$ cat src/rtl/core/assert_macros.svh
// Assertion macros shared by the DFA matcher modules.
// Depends on nothing; files that assert include it by name.
`ifndef ASSERT_MACROS_SVH
`define ASSERT_MACROS_SVH

// Checks that a property holds at every clock edge outside reset.
`define ASSERT_IMPL(lbl, clk, rstn, prop, msg) \
  lbl: assert property (@(posedge clk) disable iff (!rstn) (prop)) else $error(msg);

// Checks that a condition never holds outside reset.
`define ASSERT_NEVER(lbl, clk, rstn, cond, msg) \
  `ASSERT_IMPL(lbl, clk, rstn, !(cond), msg)

`endif

$ cat src/rtl/core/tdfa_pkg.sv
// Types and constants of the table-driven DFA matcher.
// Used by the controller, the datapath and the top level; depends on nothing.
`timescale 1ns / 1ps

package tdfa_pkg;

  localparam int unsigned StateW   = 5;
  localparam int unsigned SymW     = 8;
  localparam int unsigned ColInW   = 4;
  localparam int unsigned CountW   = 5;
  localparam int unsigned PosW     = 16;

  localparam logic [SymW-1:0]   WildcardByte = 8'h3F;
  localparam logic [PosW-1:0]   PosMax       = 16'hFFFF;
  localparam logic [StateW-1:0] StateInit    = 5'd1;

  typedef enum logic [1:0] {
    KIND_CHAR   = 2'd0,
    KIND_ALPHA  = 2'd1,
    KIND_TRANS  = 2'd2,
    KIND_ACCEPT = 2'd3
  } kind_e;

  // VERDICT_ACCEPT also serves as the "no failure yet" code of the matcher.
  typedef enum logic [1:0] {
    VERDICT_ACCEPT   = 2'd0,
    VERDICT_REJECT   = 2'd1,
    VERDICT_NO_TRANS = 2'd2,
    VERDICT_UNKNOWN  = 2'd3
  } verdict_e;

  typedef enum logic {
    ST_IDLE = 1'b0,
    ST_STEP = 1'b1
  } ctrl_state_e;

  typedef struct packed {
    logic start;
    logic finish;
    logic wr_alpha;
    logic wr_trans;
    logic wr_accept;
  } cmd_t;

  typedef struct packed {
    logic last;
    logic out_busy;
  } status_t;

endpackage

$ cat src/rtl/core/table_driven_dfa_matcher.sv
// Character item: the table read is issued at accept (ST_IDLE) and the next state is taken from the
// registered RAM data in ST_STEP; the state-to-table-read loop through that RAM sets the rate.
// Load items are written as they are accepted and keep the controller in ST_IDLE. A verdict is in
// the result register the cycle after the last character's ST_STEP; a full result register stalls only that step.
// Reset (async, active low): state 1, accept flags and counters cleared, symbol_count 1;
// alphabet and transition table are not cleared.
`timescale 1ns / 1ps

module table_driven_dfa_matcher
  import tdfa_pkg::*;
#(
  parameter int unsigned STATE_COUNT   = 16,
  parameter int unsigned ALPHABET_SIZE = 16
) (
  input  logic              clk_i,
  input  logic              rst_ni,
  input  logic              in_valid_i,
  output logic              in_ready_o,
  input  logic [1:0]        kind_i,
  input  logic [SymW-1:0]   symbol_i,
  input  logic              last_i,
  input  logic [StateW-1:0] state_index_i,
  input  logic [ColInW-1:0] column_i,
  input  logic [StateW-1:0] next_state_i,
  input  logic              accept_flag_i,
  input  logic              cfg_we_i,
  input  logic [CountW-1:0] cfg_wdata_i,
  output logic              out_valid_o,
  input  logic              out_ready_i,
  output logic [1:0]        verdict_o,
  output logic [StateW-1:0] final_state_o,
  output logic [PosW-1:0]   error_position_o
);

  cmd_t    cmd;
  status_t status;

  tdfa_ctrl u_ctrl (
    .clk_i      (clk_i),
    .rst_ni     (rst_ni),
    .in_valid_i (in_valid_i),
    .in_ready_o (in_ready_o),
    .kind_i     (kind_e'(kind_i)),
    .status_i   (status),
    .cmd_o      (cmd)
  );

  tdfa_dp #(
    .STATE_COUNT   (STATE_COUNT),
    .ALPHABET_SIZE (ALPHABET_SIZE)
  ) u_dp (
    .clk_i            (clk_i),
    .rst_ni           (rst_ni),
    .cmd_i            (cmd),
    .status_o         (status),
    .symbol_i         (symbol_i),
    .last_i           (last_i),
    .state_index_i    (state_index_i),
    .column_i         (column_i),
    .next_state_i     (next_state_i),
    .accept_flag_i    (accept_flag_i),
    .cfg_we_i         (cfg_we_i),
    .cfg_wdata_i      (cfg_wdata_i),
    .out_valid_o      (out_valid_o),
    .out_ready_i      (out_ready_i),
    .verdict_o        (verdict_o),
    .final_state_o    (final_state_o),
    .error_position_o (error_position_o)
  );

endmodule

$ cat src/rtl/core/tdfa_ram.sv
// Generic single-write, single-read RAM with registered read data.
// Depends on nothing.
`timescale 1ns / 1ps

module tdfa_ram #(
  parameter int unsigned Width = 5,
  parameter int unsigned Depth = 256,
  localparam int unsigned Aw   = (Depth > 1) ? $clog2(Depth) : 1
) (
  input  logic             clk_i,
  input  logic             we_i,
  input  logic [Aw-1:0]    waddr_i,
  input  logic [Width-1:0] wdata_i,
  input  logic             re_i,
  input  logic [Aw-1:0]    raddr_i,
  output logic [Width-1:0] rdata_o
);

  logic [Width-1:0] mem_q [Depth];
  logic [Width-1:0] rdata_q;

  always_ff @(posedge clk_i) begin
    if (we_i) begin
      mem_q[waddr_i] <= wdata_i;
    end
    if (re_i) begin
      rdata_q <= mem_q[raddr_i];
    end
  end

  assign rdata_o = rdata_q;

endmodule

$ cat src/rtl/core/tdfa_ctrl.sv
// Controller state machine of the DFA matcher: accepts items, issues commands.
// Depends on tdfa_pkg and assert_macros.svh.
`timescale 1ns / 1ps
`include "assert_macros.svh"

module tdfa_ctrl
  import tdfa_pkg::*;
(
  input  logic    clk_i,
  input  logic    rst_ni,
  input  logic    in_valid_i,
  output logic    in_ready_o,
  input  kind_e   kind_i,
  input  status_t status_i,
  output cmd_t    cmd_o
);

  ctrl_state_e state_q, state_d;

  always_ff @(posedge clk_i or negedge rst_ni) begin
    if (!rst_ni) begin
      state_q <= ST_IDLE;
    end else begin
      state_q <= state_d;
    end
  end

  always_comb begin
    state_d    = state_q;
    in_ready_o = 1'b0;
    cmd_o      = '0;
    unique case (state_q)
      ST_IDLE: begin
        in_ready_o = 1'b1;
        if (in_valid_i) begin
          unique case (kind_i)
            KIND_CHAR: begin
              cmd_o.start = 1'b1;
              state_d     = ST_STEP;
            end
            KIND_ALPHA:  cmd_o.wr_alpha  = 1'b1;
            KIND_TRANS:  cmd_o.wr_trans  = 1'b1;
            KIND_ACCEPT: cmd_o.wr_accept = 1'b1;
          endcase
        end
      end
      ST_STEP: begin
        // A verdict waits here until the result register is free.
        if (!(status_i.last && status_i.out_busy)) begin
          cmd_o.finish = 1'b1;
          state_d      = ST_IDLE;
        end
      end
    endcase
  end

  `ASSERT_IMPL(a_char_blocks_input, clk_i, rst_ni, (in_valid_i && in_ready_o && kind_i == KIND_CHAR) |=> !in_ready_o, "input taken during a character step")

endmodule

$ cat src/rtl/core/tdfa_dp.sv
// Datapath of the DFA matcher: alphabet, accept flags, table RAM, match state, result.
// Depends on tdfa_pkg, tdfa_ram and assert_macros.svh.
`timescale 1ns / 1ps
`include "assert_macros.svh"

module tdfa_dp
  import tdfa_pkg::*;
#(
  parameter int unsigned STATE_COUNT   = 16,
  parameter int unsigned ALPHABET_SIZE = 16
) (
  input  logic              clk_i,
  input  logic              rst_ni,
  input  cmd_t              cmd_i,
  output status_t           status_o,
  input  logic [SymW-1:0]   symbol_i,
  input  logic              last_i,
  input  logic [StateW-1:0] state_index_i,
  input  logic [ColInW-1:0] column_i,
  input  logic [StateW-1:0] next_state_i,
  input  logic              accept_flag_i,
  input  logic              cfg_we_i,
  input  logic [CountW-1:0] cfg_wdata_i,
  output logic              out_valid_o,
  input  logic              out_ready_i,
  output logic [1:0]        verdict_o,
  output logic [StateW-1:0] final_state_o,
  output logic [PosW-1:0]   error_position_o
);

  localparam int unsigned ColW     = (ALPHABET_SIZE > 1) ? $clog2(ALPHABET_SIZE) : 1;
  localparam int unsigned NW       = $clog2(ALPHABET_SIZE + 1);
  localparam int unsigned AccW     = $clog2(STATE_COUNT);
  localparam int unsigned TblDepth = STATE_COUNT * ALPHABET_SIZE;
  localparam int unsigned TblAw    = $clog2(TblDepth);

  logic [SymW-1:0]   alpha_q [ALPHABET_SIZE];
  logic [STATE_COUNT-1:0] acc_q;
  logic [CountW-1:0] cnt_q;
  logic [StateW-1:0] state_q, state_d;
  verdict_e          fail_q, fail_d;
  logic [PosW-1:0]   pos_q, pos_d, fpos_q, fpos_d, pos_inc;
  logic              found_q, found_d, last_q, last_d;
  logic              out_valid_q, out_valid_d;
  logic [1:0]        verdict_q;
  logic [StateW-1:0] final_q;
  logic [PosW-1:0]   errpos_q;

  logic [NW-1:0]     n_use;
  logic              any_hit;
  logic [ColW-1:0]   hit_col;
  logic [7:0]        col_wide, sidx_wide, step_wide;
  logic              col_ok, sidx_ok;
  logic              tbl_we, tbl_re;
  logic [TblAw-1:0]  tbl_waddr, tbl_raddr;
  logic [StateW-1:0] tbl_rdata;
  logic              tgt_ok, acc_hit, emit;
  logic [StateW-1:0] step_state;
  verdict_e          step_fail, step_verdict;
  logic [PosW-1:0]   step_fpos;

  assign n_use = (int'(cnt_q) > ALPHABET_SIZE) ? NW'(ALPHABET_SIZE) : NW'(cnt_q);

  // The first column in use that matches wins; the last column in use may hold the wildcard.
  always_comb begin
    any_hit = 1'b0;
    hit_col = '0;
    for (int c = int'(ALPHABET_SIZE) - 1; c >= 0; c--) begin
      if (c < int'(n_use) &&
          (alpha_q[c] == symbol_i ||
           (c == int'(n_use) - 1 && alpha_q[c] == WildcardByte))) begin
        any_hit = 1'b1;
        hit_col = ColW'(c);
      end
    end
  end

  assign col_wide  = {4'd0, column_i};
  assign sidx_wide = {3'd0, state_index_i - StateW'(1)};
  assign col_ok    = int'(column_i) < ALPHABET_SIZE;
  assign sidx_ok   = state_index_i != '0 && int'(state_index_i) <= STATE_COUNT;

  assign tbl_we    = cmd_i.wr_trans && col_ok && sidx_ok;
  assign tbl_waddr = TblAw'(32'(state_index_i - StateW'(1)) * ALPHABET_SIZE
                            + 32'(column_i));
  assign tbl_re    = cmd_i.start && fail_q == VERDICT_ACCEPT && any_hit;
  assign tbl_raddr = TblAw'(32'(state_q - StateW'(1)) * ALPHABET_SIZE + 32'(hit_col));

  tdfa_ram #(
    .Width (StateW),
    .Depth (TblDepth)
  ) u_tbl (
    .clk_i   (clk_i),
    .we_i    (tbl_we),
    .waddr_i (tbl_waddr),
    .wdata_i (next_state_i),
    .re_i    (tbl_re),
    .raddr_i (tbl_raddr),
    .rdata_o (tbl_rdata)
  );

  assign pos_inc = (pos_q == PosMax) ? pos_q : pos_q + PosW'(1);

  assign tgt_ok     = found_q && tbl_rdata != '0 && int'(tbl_rdata) <= STATE_COUNT;
  assign step_state = tgt_ok ? tbl_rdata : state_q;
  assign step_fail  = (found_q && !tgt_ok) ? VERDICT_NO_TRANS : fail_q;
  assign step_fpos  = (found_q && !tgt_ok) ? pos_q : fpos_q;
  assign step_wide  = {3'd0, step_state - StateW'(1)};
  assign acc_hit    = acc_q[step_wide[AccW-1:0]];
  assign step_verdict = (step_fail != VERDICT_ACCEPT) ? step_fail :
                        (acc_hit ? VERDICT_ACCEPT : VERDICT_REJECT);
  assign emit       = cmd_i.finish && last_q;

  always_comb begin
    state_d = state_q;
    fail_d  = fail_q;
    pos_d   = pos_q;
    fpos_d  = fpos_q;
    found_d = found_q;
    last_d  = last_q;
    if (cmd_i.start) begin
      last_d  = last_i;
      found_d = 1'b0;
      if (fail_q == VERDICT_ACCEPT) begin
        pos_d = pos_inc;
        if (any_hit) begin
          found_d = 1'b1;
        end else begin
          fail_d = VERDICT_UNKNOWN;
          fpos_d = pos_inc;
        end
      end
    end else if (cmd_i.finish) begin
      found_d = 1'b0;
      if (last_q) begin
        state_d = StateInit;
        fail_d  = VERDICT_ACCEPT;
        pos_d   = '0;
        fpos_d  = '0;
      end else begin
        state_d = step_state;
        fail_d  = step_fail;
        fpos_d  = step_fpos;
      end
    end
  end

  assign out_valid_d = emit ? 1'b1 : (out_ready_i ? 1'b0 : out_valid_q);

  always_ff @(posedge clk_i or negedge rst_ni) begin
    if (!rst_ni) begin
      state_q     <= StateInit;
      fail_q      <= VERDICT_ACCEPT;
      pos_q       <= '0;
      fpos_q      <= '0;
      found_q     <= 1'b0;
      last_q      <= 1'b0;
      out_valid_q <= 1'b0;
      cnt_q       <= CountW'(1);
      acc_q       <= '0;
    end else begin
      state_q     <= state_d;
      fail_q      <= fail_d;
      pos_q       <= pos_d;
      fpos_q      <= fpos_d;
      found_q     <= found_d;
      last_q      <= last_d;
      out_valid_q <= out_valid_d;
      if (cfg_we_i) begin
        cnt_q <= cfg_wdata_i;
      end
      if (cmd_i.wr_accept && sidx_ok) begin
        acc_q[sidx_wide[AccW-1:0]] <= accept_flag_i;
      end
    end
  end

  always_ff @(posedge clk_i) begin
    if (cmd_i.wr_alpha && col_ok) begin
      alpha_q[col_wide[ColW-1:0]] <= symbol_i;
    end
    if (emit) begin
      verdict_q <= step_verdict;
      final_q   <= step_state;
      errpos_q  <= (step_fail != VERDICT_ACCEPT) ? step_fpos : '0;
    end
  end

  assign status_o.last     = last_q;
  assign status_o.out_busy = out_valid_q && !out_ready_i;

  assign out_valid_o      = out_valid_q;
  assign verdict_o        = verdict_q;
  assign final_state_o    = final_q;
  assign error_position_o = errpos_q;

  `ASSERT_IMPL(a_state_in_range, clk_i, rst_ni, state_q != '0 && int'(state_q) <= STATE_COUNT, "match state out of range")
  `ASSERT_IMPL(a_fail_pos_paired, clk_i, rst_ni, (fail_q == VERDICT_ACCEPT) == (fpos_q == '0), "failure code and failure position disagree")
  `ASSERT_NEVER(a_tbl_one_access, clk_i, rst_ni, tbl_we && tbl_re, "table read and write in one cycle")

endmodule
$ cat config.mk
export PLATFORM = sky130hd
export DESIGN_NAME = table_driven_dfa_matcher
export DESIGN_NICKNAME = d
export VERILOG_FILES = /design/src/rtl/core/tdfa_pkg.sv /design/src/rtl/core/table_driven_dfa_matcher.sv /design/src/rtl/core/tdfa_ram.sv /design/src/rtl/core/tdfa_ctrl.sv /design/src/rtl/core/tdfa_dp.sv
export VERILOG_INCLUDE_DIRS = /design/src /design/src/rtl/core
export SDC_FILE = /design/constraint.sdc
export NUM_CORES = 2
export LEC_CHECK = 0
export BUFFER_PORTS_ARGS = -buffer_cell sky130_fd_sc_hd__buf_4
export CAP_MARGIN = 20
export CELL_PAD_IN_SITES_DETAIL_PLACEMENT = 1
export CELL_PAD_IN_SITES_GLOBAL_PLACEMENT = 1
export CORE_MARGIN = 4
export CORE_UTILIZATION = 55
export CTS_BUF_LIST = sky130_fd_sc_hd__clkbuf_16
export CTS_CLUSTER_SIZE = 30
export DETAILED_ROUTE_END_ITERATION = 6
export PLACE_DENSITY = 0.82
export SYNTH_ARGS = -nofsm -noshare
export SYNTH_HDL_FRONTEND = slang
export SYNTH_HIERARCHICAL = 1
export SYNTH_SLANG_ARGS = --single-unit
$ cat constraint.sdc
create_clock -name clk_i -period 5.39 [get_ports clk_i]
set_clock_uncertainty 0.15 [all_clocks]
set_input_delay 0.2695 -clock clk_i [delete_from_list [all_inputs] [get_ports clk_i]]
set_output_delay 0.2695 -clock clk_i [all_outputs]
set_load 0.02 [all_outputs]
# --- After elaboration in Yosys (flattened, before gate mapping) ---
# Memory sizes are Yosys's and may differ from the RTL's. A register that Yosys moved wholly into a read port is not among the register bits.
# Cells that the tools add are included.
totals:
  reg_bits: 87
  mem_bits_rw: 1408
  in_bits: 36
  out_inout_bits: 25
  wordCells: 256
  mem_count: 2
op_classes:
  addsub: 8
  order_cmp: 22
  n_eq_ne: 53
  n_mux: 82
  bitwise_logic: 2
  reduce_logical: 74
mem_list:
  columns: ["memory", "depth", "width", "rd", "rd_clocked_by_memory_dff", "wr", "line", "text"]
  rows:
  - ["u_dp.u_tbl.mem_q", 256, 5, 1, 1, 1, "tdfa_ram.sv:19", "logic [Width-1:0] mem_q [Depth];"]
  - ["u_dp.alpha_q", 16, 8, 16, 0, 1, "tdfa_dp.sv:37", "logic [SymW-1:0] alpha_q [ALPHABET_SIZE];"]
ops:
  columns: ["cell", "n"]
  rows:
  - ["$eq 5x32->1 const A", 8]
  - ["$mux 16", 11]
  - ["$eq 4x32->1 const A", 4]
  - ["$eq 8x6->1 const B", 16]
  - ["$eq 8x8->1", 16]
  - ["$eq 3x32->1 const A", 2]
  - ["$mux 4", 16]
  - ["$logic_and 1x1->1", 44]
  - ["$lt 4x5->1 const A", 8]
  - ["$mux 1", 39]
  - ["$eq 2x32->1 const A", 1]
  - ["$logic_not 32->1", 1]
  - ["$lt 3x5->1 const A", 4]
  - ["$add 16x1->16 const B", 1]
  - ["$add 8x4->8", 2]
  - ["$bwmux 16", 1]
  - ["$eq 16x16->1 const B", 1]
  - ["$logic_or 1x1->1", 16]
  - ["$sub 4x1->4 const B", 4]
  - ["$mux 5", 3]
  - ["$mux 2", 7]
  - ["$le 5x5->1 const B", 2]
  - ["$lt 1x5->1 const A", 2]
  - ["$lt 2x5->1 const A", 2]
  - ["18 further kinds", 30]

# --- Depth between registers and ports, before layout ---
depth:
  ltp_word: 26
  mapped_depth: 22

# --- Modules after synthesis ---
# The synthesis kept the hierarchy.
modules_own_cells:
  columns: ["mod", "n_inst", "cells_per_inst", "area_per_inst_um2", "seq_area_each_um2"]
  rows:
  - ["tdfa_ram", 1, 2497, 50334.5, 38587.0]
  - ["tdfa_dp", 1, 1011, 11503.5, 6113.4]
  - ["tdfa_ctrl", 1, 8, 97.6, 25.0]

# --- Least setup slack after synthesis ---
# No wires, ideal clock.
synth_timing:
  path_type: "register to register"
  start: "register u_dp.cnt_q[0]"
  end: "register u_dp.u_tbl.rdata_q[4], in the netlist u_dp/u_tbl/rdata_o[4], read port of u_dp.u_tbl.mem_q (data pin)"
  arrival_time_ns: 3.781
  setup_slack_ns: 1.198
  path_stages_with_launch: 18
  period_less_slack_ns: 4.192
  cell_sequence: "dfstp_2 buf_6 nand3b_1 nor4b_4 a21oi_1 a21oi_1 a311oi_1 nor2_1 o31ai_1 a21boi_0 buf_2 buf_1 mux4_2 a221oi_1 o31ai_1 nor4_1 a31oi_1 a311o_1"
synth_via:
  elab_chain_len: 24
synth_rtl:
  columns: ["element", "line", "text"]
  rows:
  - ["start: declaration", "tdfa_dp.sv:39", "logic [CountW-1:0] cnt_q;"]
  - ["start signal: assignment", "tdfa_dp.sv:159", "cnt_q <= CountW'(1);"]
  - ["start signal: assignment", "tdfa_dp.sv:170", "cnt_q <= cfg_wdata_i;"]
  - ["$gt 5x5->1", "tdfa_dp.sv:62", "assign n_use = (int'(cnt_q) > ALPHABET_SIZE) ? NW'(ALPHABET_SIZE) : NW'(cnt_q);"]
  - ["$mux 5 *", "tdfa_dp.sv:62", null]
  - ["$sub 5x1->6", "tdfa_dp.sv:71", "(c == int'(n_use) - 1 && alpha_q[c] == WildcardByte))) begin"]
  - ["$eq 5x32->1", "tdfa_dp.sv:71", null]
  - ["$logic_and 1x1->1", "tdfa_dp.sv:71", null]
  - ["$logic_or 1x1->1", "tdfa_dp.sv:70", "(alpha_q[c] == symbol_i ||"]
  - ["$logic_and 1x1->1", "tdfa_dp.sv:69", "if (c < int'(n_use) &&"]
  - ["$mux 4 (15 in series)", "tdfa_dp.sv:69", null]
  - ["$mux 4 *", "tdfa_dp.sv:69", null]
  - ["named net u_dp.hit_col[1]", "tdfa_dp.sv:51", "logic [ColW-1:0] hit_col;"]
  - ["$add 8x4->8 *", "tdfa_dp.sv:87", "assign tbl_raddr = TblAw'(32'(state_q - StateW'(1)) * ALPHABET_SIZE + 32'(hit_col));"]
  - ["end: declaration", "tdfa_ram.sv:20", "logic [Width-1:0] rdata_q;"]
# Mark *: on every way through the listed nets, which the timed path passes. The rest lies on a longest branch.
# A chain may end at the register's enable or synchronous reset.

# --- Final worst setup path ---
layout_timing:
  start: "register u_dp.cnt_q[0]"
  end: "register u_dp.u_tbl.rdata_q[0], in the netlist u_dp/u_tbl/rdata_o[0], read port of u_dp.u_tbl.mem_q (data pin)"
# The elaborated chain is that of the path after synthesis.

==> reports/metrics.cfg <==
[logic_synthesis]
netlist.area_leader.share_pct=69.6
dominantRegCellSynth=edfxtp_1
synth.area.top_cells=edfxtp_1 70%, mux4_2 11%, dfrtp_1 2.5%
synth_warnings=6
syn_nets=3560
synth_top_cell_by_area=edfxtp_1
syn_area_per_cell_um2=17.6
synth_cell_types=101
synth-seq-cells=1500
yosysSeqAreaShare_pct=72.2
synth_edf_count=1436
syn_area_um2=61900
netlist_instances=3516
async_flop_share_pct=4.27

[grt]
grt.overflow.total=0
grtUsageMet1_pct=40.1
grt_pass1_vias=37900
grt_usage_pct=30.8
gr-max-usage-layer=met2
grt.met2_usage_pct=50.1
grt_pass1_wl_mm=263
use_met3_pct=6.85
grt_max_degree=153
antenna_found_initial=2

[clock_tree]
clock_sinks=1500
cts_buffers=152
clockRootBuffer=clkbuf_16
cts.clk_slew.worst_paths_ns=0.07
cts_tree=built
clk_path_buf_depth=3
clk_latency_ns=0.80
cts_max_level=4

[route]
vias=36000
drcViolationCount=0
drt-pass1-iter-count=5
wl_per_cell_um=33.4
drt_wl_total_mm=178
drt_iter0_drc=4523
ant_nets=0
avgViaCountPerCell=6.75

[critical_path]
critical_path_arrival_ns=5.65
path_depth=16
rr_startpoint=u_dp/cnt_q[0]
cp_num_buf_inv=3
r2r_cells=16
crit_type=reg -> reg
max_stage_delay_ns=0.69
end_kind=register
worstPathRequired_ns=5.78
worstPathCellList=or3b_1 > nor3_2 > o22a_1 > nor2_1 > a211oi_1 > o21ba_2 > o2bb2ai_4 > buf_12 > buf_12 > mux4_2 > a221oi_2 > o31ai_1 > nor4_1 > buf_4 > a31oi_1 > a311o_1
worst-r2r-setup-slack_ns=0.13
reg2reg_to=u_dp/u_tbl/rdata_o[0]
cp-start-kind=register
path_max_fanout=15
cpLargestDelayFamily=compound AO/OA/AOI/OAI gates
crit_path_frequent_cell=buf_12
cp_slowest_cell=dfstp_2

[cells_and_area]
final_common_cell=edfxtp_1
num-fill-cells=9477
area_growth_pct=13.1
final_net_count=3769
final_cell_mix=1,436 x edfxtp_1, 354 x nor2_1, 293 x mux4_2
drive_gt1_share_pct=21.5

[sta]
setup_tns_ns=0
maxSlewViolCount=0
tightest_slew_ns=1.15
max_freq_mhz=190
setup_viol=0
period_share_pct=97.6
hold_viol=0
period_needed_ns=5.26
hold_ws_ns=0.0615
relSlewSlack_pct=23.2
timing.final.ws_setup_ns=0.128
rsz0062_at_grt=no

[placed_design]
io_buffers=60
gp_congestion=0.877
dp_hpwl_mm=109
pre_cts_slack_ns=-0.192

[power_and_ir_drop]
power_leakage_nw=21.9
peakVddDrop_mv=0.326
cellPowerDensity_nw_per_um2=346

[floorplan]
ios=61
fp.dieW_um=344
rows=122
initial_core_util_pct=55.7
die_h_um=344
fp.coreArea_um2=111000
design.die.area_um2=118000

[worst_hold_path]
holdCritPathClass=in -> reg
min_delay_path_depth=3
holdCritStartpoint=column_i[3]
holdPathEnd=u_dp/alpha_q[0][3]

[job]
drv_cap=0

[run_status]
status=finished, final reports clean

worst max path at each step:
stage          slack, ns                    end           from
2_1_floorplan       1.20  u_dp/u_tbl/rdata_o[4]  u_dp/cnt_q[0]
3_3_place_gp       -0.09  u_dp/u_tbl/rdata_o[3]  u_dp/cnt_q[4]
3_5_place_dp       -0.19  u_dp/u_tbl/rdata_o[3]  u_dp/cnt_q[4]
4_1_cts            0.006  u_dp/u_tbl/rdata_o[0]  u_dp/cnt_q[4]
5_1_grt             0.03  u_dp/u_tbl/rdata_o[3]  u_dp/cnt_q[4]
6_report            0.13  u_dp/u_tbl/rdata_o[0]  u_dp/cnt_q[0]
routing by layer:
layer | wire [um] | share of wire (%)
met4 | 9010 | 5.0
met1 | 64200 | 36
met5 | 13 | 0.0073
met3 | 17800 | 10
met2 | 87400 | 49
power by group:
group / total [mW] / switching (mW) / internal, mW
Combinational: 1.12 / 0.745 / 0.379
Sequential: 12.9 / 0.0822 / 12.8
Clock: 10.2 / 4.53 / 5.70
registers in the layout (all words and copies together) (netlist names):
name	cells
u_dp/alpha_q	128
u_dp/found_q	1
u_dp/acc_q	16
u_dp/last_q	1
u_dp/out_valid_o	1
u_dp/u_tbl/mem_q	1280
u_dp/error_position_o	16
u_ctrl/state_q	1
u_dp/pos_q	16
u_dp/cnt_q	5
u_dp/fpos_q	16
u_dp/final_state_o	5
u_dp/fail_q	2
u_dp/u_tbl/rdata_o	5
u_dp/state_q	5
u_dp/verdict_o	2
per-stage QoR:
step	instances	util [%]	area, um^2	total power [mW]
final	5337	63.0	70100	24.3
after global routing	5333	63.0	70100	25.0
after CTS	5329	62.9	70000	24.4
after detailed placement	5004	58.1	64700	14.2
after global placement	5003	58.1	64600	14.2
after floorplan	3516	-	61900	13.7
cells by family after synthesis:
| kind of cell | after synthesis | synth area share (%) |
|---|---|---|
| buffers and inverters | 241 | 1.97 |
| AOI/OAI and AO/OA | 375 | 4.34 |
| and+or+nand+nor | 821 | 6.40 |
| adders and majority gates | 8 | 0.162 |
| muxes | 425 | 12.9 |
| DFF | 1500 | 72.2 |
| xor gates and xnor gates | 146 | 2.06 |
final cells by class:
| type | instances | area (um^2) | area share [%] |
|---|---|---|---|
| diodes | 4 | 10.0 | 0.0143 |
| multi-input cells | 1775 | 16100 | 23.0 |
| inverters | 27 | 101 | 0.145 |
| clock inverters | 120 | 933 | 1.33 |
| clock buffers | 154 | 3850 | 5.50 |
| well taps | 1488 | 1860 | 2.66 |
| repair buffers | 269 | 2490 | 3.56 |
| flip-flops and latches | 1500 | 44700 | 63.8 |
Yosys cell counts (14+ instances only):
master,count
xnor2_1,52
nand2_1,136
mux2_2,27
nor3_1,33
nand2b_1,17
xor2_1,94
nor2_1,356
a211oi_1,14
buf_2,35
mux4_2,293
o22ai_1,40
inv_1,26
nor4_1,48
o211ai_1,14
mux2i_1,101
o21ai_0,53
buf_4,34
nor2b_1,24
dfrtp_1,62
nand4_1,50
edfxtp_1,1436
a21oi_1,60
nand3_1,75
clkbuf_1,113
a22oi_1,55
buf_6,19
tightest hold or removal path, delay by kind of cell:
family                 cells  cell delay (ns)
and+or+nand+nor            2             0.35
buffers and inverters      1             0.18
what timing repair did:
action                                  in CTS  in global routing
gates resized for setup                      2                  9
pin swaps                                    2                  1
hold endpoints to repair                   268                  0
hold buffers                                40                  0
buffers inserted                            11                  0
endpoints found under the setup margin       4                  5
No activity file was read; power rests on OpenSTA's default activity.
